--- src/rtl/fepm_pkg.sv ---
// shared types, constants and helpers for the fibonacci exponent modular power block
`default_nettype none
package fepm_pkg;

  localparam int IN_W     = 62;
  localparam int RES_W    = 30;
  localparam int FIB_STEPS = 62;
  localparam int POW_STEPS = 30;
  localparam int FIB_CNT_W = $clog2(FIB_STEPS);
  localparam int POW_CNT_W = $clog2(POW_STEPS);

  localparam logic [29:0] MOD_P   = 30'd1000000007;
  localparam logic [29:0] MOD_E   = 30'd1000000006;
  // floor(2^60 / m) for the two moduli
  localparam logic [30:0] MU_P    = 31'd1152921496;
  localparam logic [30:0] MU_E    = 31'd1152921497;
  // 2^32 mod MOD_P
  localparam logic [29:0] TWO32_P = 30'd294967268;

  typedef struct packed {
    logic [IN_W-1:0] base_w;
    logic [IN_W-1:0] base_x;
    logic [IN_W-1:0] index_n;
  } item_t;

  typedef struct packed {
    logic [RES_W-1:0] product_mod;
    logic             bad_index;
  } result_t;

  typedef enum logic [3:0] {
    OP_NONE,
    OP_RED_W,
    OP_RED_X,
    OP_WX,
    OP_FIB_S,
    OP_FIB_D,
    OP_FIB_T,
    OP_POW_SQ,
    OP_POW_MUL
  } op_t;

  typedef enum logic [3:0] {
    S_IDLE,
    S_RED_W,
    S_RED_X,
    S_WX,
    S_FIB_S,
    S_FIB_D,
    S_FIB_T,
    S_FIB_NEXT,
    S_POW_INIT,
    S_POW_SQ,
    S_POW_MUL,
    S_POW_NEXT,
    S_FINISH
  } state_t;

  typedef struct packed {
    logic load;
    logic start;
    op_t  op;
    logic fib_step;
    logic pow_init;
    logic pow_step;
    logic out_load;
  } cmd_t;

  typedef struct packed {
    logic index_zero;
    logic mul_done;
    logic fib_last;
    logic pow_sel;
    logic pow_last;
  } status_t;

  // reduce a value known to be below 3*m
  function automatic logic [29:0] mod_fix(input logic [31:0] v, input logic [29:0] m);
    logic [31:0] m1;
    logic [31:0] m2;
    logic [31:0] r;
    m1 = {2'b00, m};
    m2 = {1'b0, m, 1'b0};
    if (v >= m2) begin
      r = v - m2;
    end else if (v >= m1) begin
      r = v - m1;
    end else begin
      r = v;
    end
    return r[29:0];
  endfunction

endpackage
`default_nettype wire

--- src/rtl/fepm_ctrl.sv ---
// sequencing state machine and handshake control
`default_nettype none
module fepm_ctrl (
  input  wire logic              clk,
  input  wire logic              rst,
  input  wire logic              item_valid,
  output logic                   item_ready,
  output logic                   result_valid,
  input  wire logic              result_ready,
  input  wire fepm_pkg::status_t status,
  output fepm_pkg::cmd_t         cmd
);
  import fepm_pkg::*;

  state_t state, state_next;
  logic   issued;
  logic   out_valid;
  logic   accept;
  logic   out_free;

  assign item_ready   = (state == S_IDLE);
  assign accept       = item_valid & item_ready;
  assign out_free     = ~out_valid | result_ready;
  assign result_valid = out_valid;

  always_comb begin
    state_next = state;
    case (state)
      S_IDLE:     if (accept) state_next = status.index_zero ? S_FINISH : S_RED_W;
      S_RED_W:    if (status.mul_done) state_next = S_RED_X;
      S_RED_X:    if (status.mul_done) state_next = S_WX;
      S_WX:       if (status.mul_done) state_next = S_FIB_S;
      S_FIB_S:    if (status.mul_done) state_next = S_FIB_D;
      S_FIB_D:    if (status.mul_done) state_next = S_FIB_T;
      S_FIB_T:    if (status.mul_done) state_next = S_FIB_NEXT;
      S_FIB_NEXT: state_next = status.fib_last ? S_POW_INIT : S_FIB_S;
      S_POW_INIT: state_next = S_POW_SQ;
      S_POW_SQ: begin
        if (status.mul_done) state_next = status.pow_sel ? S_POW_MUL : S_POW_NEXT;
      end
      S_POW_MUL:  if (status.mul_done) state_next = S_POW_NEXT;
      S_POW_NEXT: state_next = status.pow_last ? S_FINISH : S_POW_SQ;
      S_FINISH:   if (out_free) state_next = S_IDLE;
      default:    state_next = S_IDLE;
    endcase
  end

  always_comb begin
    cmd          = '0;
    cmd.op       = OP_NONE;
    cmd.load     = accept;
    case (state)
      S_RED_W:    cmd.op = OP_RED_W;
      S_RED_X:    cmd.op = OP_RED_X;
      S_WX:       cmd.op = OP_WX;
      S_FIB_S:    cmd.op = OP_FIB_S;
      S_FIB_D:    cmd.op = OP_FIB_D;
      S_FIB_T:    cmd.op = OP_FIB_T;
      S_FIB_NEXT: cmd.fib_step = 1'b1;
      S_POW_INIT: cmd.pow_init = 1'b1;
      S_POW_SQ:   cmd.op = OP_POW_SQ;
      S_POW_MUL:  cmd.op = OP_POW_MUL;
      S_POW_NEXT: cmd.pow_step = 1'b1;
      S_FINISH:   cmd.out_load = out_free;
      default:    cmd.op = OP_NONE;
    endcase
    cmd.start = (cmd.op != OP_NONE) & ~issued;
  end

  always_ff @(posedge clk) begin
    if (rst) begin
      state     <= S_IDLE;
      issued    <= 1'b0;
      out_valid <= 1'b0;
    end else begin
      state <= state_next;
      if (status.mul_done) begin
        issued <= 1'b0;
      end else if (cmd.start) begin
        issued <= 1'b1;
      end
      if (cmd.out_load) begin
        out_valid <= 1'b1;
      end else if (result_ready) begin
        out_valid <= 1'b0;
      end
    end
  end

endmodule
`default_nettype wire

--- config.mk ---
export PLATFORM = sky130hd
export DESIGN_NAME = fepm_ctrl
export DESIGN_NICKNAME = d
export VERILOG_FILES = /design/src/rtl/fepm_pkg.sv /design/src/rtl/fepm_ctrl.sv
export SDC_FILE = /design/constraint.sdc
export NUM_CORES = 1
export LEC_CHECK = 0
export BUFFER_PORTS_ARGS = -buffer_cell sky130_fd_sc_hd__buf_2
export CAP_MARGIN = 30
export CORE_AREA = 2 2 39 41
export CTS_CLUSTER_DIAMETER = 50
export CTS_CLUSTER_SIZE = 30
export DETAILED_ROUTE_END_ITERATION = 12
export DIE_AREA = 0 0 41 43
export HOLD_SLACK_MARGIN = 0.15
export PLACE_DENSITY = 0.66
export SETUP_SLACK_MARGIN = 0.2
export SYNTH_ARGS = -nofsm -noshare
export SYNTH_HDL_FRONTEND = slang
export SYNTH_SLANG_ARGS = --single-unit
--- constraint.sdc ---
create_clock -name clk -period 1.9 [get_ports clk]
set_clock_uncertainty 0.1 [all_clocks]
set_input_delay 0.285 -clock clk [delete_from_list [all_inputs] [get_ports clk]]
set_output_delay 0.285 -clock clk [all_outputs]
set_load 0.05 [all_outputs]
==> key figures <==
Worst setup path
  • Worst r2r path cells: 7
  • Reg2reg setup slack: ~220 ps
  • Critical path startpoint: state[0]
  • Slowest CP cell: or3_4
  • Worst EP required: between 1500 and 2000 ps
  • RR Startpoint: state[0]
  • Critical Path Sink: cmd[0]
  • CP Launch Type: flip-flop
  • Worst path cell trace: buf_6, or3_4, nor2_4, buf_8
  • CP max stage delay: around 400 ps
  • Critical path class: reg2out
  • Crit-path max FO: 4
  • Setup crit end kind: primary output
  • Arr. time, crit path: 1350 ps
  • Capture point of the worst reg-to-reg path: state[0]

Global route
  • Pin count of the biggest net entering global routing: 18
  • Antenna violations before repair: 0
  • First-pass GRT wire length: 2450 µm
  • GR Util All Layers: 0.202
  • Vias in the first global route: 578
  • Total gr overflow: 0

Timing
  • Slew of the pin with the lowest slew margin: about 380 ps
  • Setup violators final: 0
  • Hold Fails Final Rpt: 0
  • Pins over their slew limit: 0
  • Min Tclk post-route: around 1700 ps
  • RSZ-0062 raised after global routing: true
  • FMAX: ~570 MHz
  • Slew HR: 0.749
  • Hold_ws: around 180 ps
  • Final period util: 0.916
  • Final setup margin: 160 ps

Synth
  • Simple-gate share of the synthesized area: 0.352
  • Mapped Cells: a little under 80
  • Complex-gate fraction of the synthesized area: 0.275
  • Synth Register Bits: 6
  • Synth Flop Type: dfxtp_1
  • Synth Area in XOR/XNOR: 0
  • Syn. warnings: 0
  • Post-synthesis sequential area ratio: 0.224
  • Syn nets: between 80 and 90
  • Number of synthesized flops with an enable pin: 0
  • Post-Syn Area per Cell: between 6 and 7 µm²
  • Yosys cell types: 32
  • Largest family of logic cells by synthesized area: simple AND/OR/NAND/NOR gates
  • Post-synthesis adder-cell area fraction: 0
  • Post-Syn Area: about 540 µm²
  • Multiplexer share of the synthesized area: 0.0186
  • Asr flop ratio synth: 0

Clock network
  • H-tree levels: 1
  • Cts hold-fix bufs: 0
  • CTS root buf: clkbuf_4
  • Clock sink count: 6
  • CTS tree: yes
  • Clock Latency Late Sink: 240 ps
  • Clock Path Buffers: 2
  • Num CTS Buffers: 3
  • Clock Pin Slew Worst Setup and Hold Paths: approximately 40 ps

Outcome
  • Status: finished, final reports clean

Layout
  • Number of diodes: 0
  • Fillers: roughly 120
  • Area Growth Syn to Fin: 65.3%
  • Nets@finish: about 120
  • Layout cell share with drive strength beyond 1: 0.548

Power
  • Leakage Power: 0.000378 µW
  • Max VDD drop: 0.856 mV
  • Power density over cell area: about 1700 nW/µm²

Die
  • Starting Density: 0.388
  • Core area: 1380 µm²
  • Row cnt: 14
  • Chip height: ~43 µm
  • # IOs: 21
  • Die ar.: 1760 µm²
  • Die Span X: slightly above 40 µm

Detailed routing
  • DRT Wirelength: between 1500 and 2000 µm
  • Vias: about 660
  • Antenna-violating nets left: 0
  • Vias per cell: 5.47
  • Drt drc: 0
  • Drt pass-1 iters: 4
  • Initial DRC count: 23
  • Wire length per cell: 12.9 µm

Worst hold path
  • HP Class: in2reg

Run
  • Max_cap viols: 0

Place
  • Dpl ws: about 220 ps
  • Final GP Congestion: ~0.85
  • DP Wirelength: a little over 1000 µm
  • IO buf count: 20
## metrics by stage
step / util / total power, µW / cells / area (µm²) / setup TNS [ps]
floorplan: - / 969 / 77 / 589 / -40.0
CTS: 0.591 / 1380 / 119 / 818 / 0
finish: 0.641 / 1510 / 120 / 887 / 0
detailed placement: 0.500 / 1080 / 111 / 692 / 0
global placement: 0.500 / 1080 / 111 / 692 / 0
global route: 0.641 / 1610 / 120 / 887 / 0
## kinds of logic (layout without fill, tap and decap cells)
group                  count (synthesis)  in the layout
AOI/OAI and AO/OA                     21             21
buffers and inverters                 12             39
DFF                                    6              6
muxes                                  1              1
and+or+nand+nor                       37             37
## registers in the layout (all words and copies together) (netlist names)
| register | count |
|---|---|
| state | 4 |
| issued | 1 |
| result_valid | 1 |
## final cells by class
cell class                 count  area, µm²  share of cell area
multi-input combinational     59        442               0.498
timing repair buffer          32        260               0.293
sequential                     6        128               0.144
clock buffer                   3       22.5              0.0254
tap                           16       20.0              0.0226
inverter                       4       15.0              0.0169
## cells in the mapped netlist (2+ instances only)
cell	count	area (µm²)
or3_1	2	12.5
inv_1	4	15.0
or4b_1	2	20.0
nand2b_1	3	18.8
nand3_1	3	15.0
clkbuf_1	2	7.51
buf_2	2	10.0
a21oi_1	6	30.0
nor3_1	4	20.0
o21ai_0	2	10.0
buf_6	2	22.5
nand2_1	8	30.0
nor2_1	10	37.5
o32ai_1	2	17.5
a31oi_1	2	12.5
dfxtp_1	6	120
buf_4	2	15.0
## repair_timing
action / 4_1_cts / 5_1_grt
pin swaps: 3 / 4
resized for setup: 21 / 19
endpoints found under the setup margin: 9 / 12
buffers inserted: 5 / 1
endpoints found under the hold margin: 0 / 0
## layout by cell type, fill, tap and decap left out, types with 3 or more instances in the layout
cell,instances
buf_4,14
buf_2,9
nand2_1,6
a21oi_1,6
nor2_1,5
clkbuf_4,5
nor2_2,4
buf_6,4
inv_1,3
nor3_1,3
dfxtp_2,3
## per-layer routing
metal  up-vias  track usage  wire length (µm)
li1        332            -                 -
met1       303        0.261               708
met2        19        0.300               753
met3         2       0.0314                77
met4         0        0.120                12
met5         -            0                 0
## worst min path at each step
stage / start / to / slack [ps] / cells past startpoint
after detailed placement: issued / issued / 360 / 2
after global routing: rst / result_valid / 180 / 2
final: status[3] / issued / 180 / 2
after global placement: issued / issued / 360 / 2
after CTS: status[3] / issued / 170 / 2
after floorplan: rst / result_valid / 250 / 1
## worst max-delay path, delay by kind of cell, from the launching register on
| kind | cells | cell delay, ps |
|---|---|---|
| simple gates | 2 | 500 |
| flops | 1 | 350 |
| buf+inv | 2 | 270 |
## power breakdown
group | internal (µW) | switching [µW] | total [µW]
sequential | 172 | 37.4 | 210
combinational | 491 | 694 | 1190
clock | 71.4 | 44.6 | 116
Note: power is estimated with default switching activity, not from simulation.
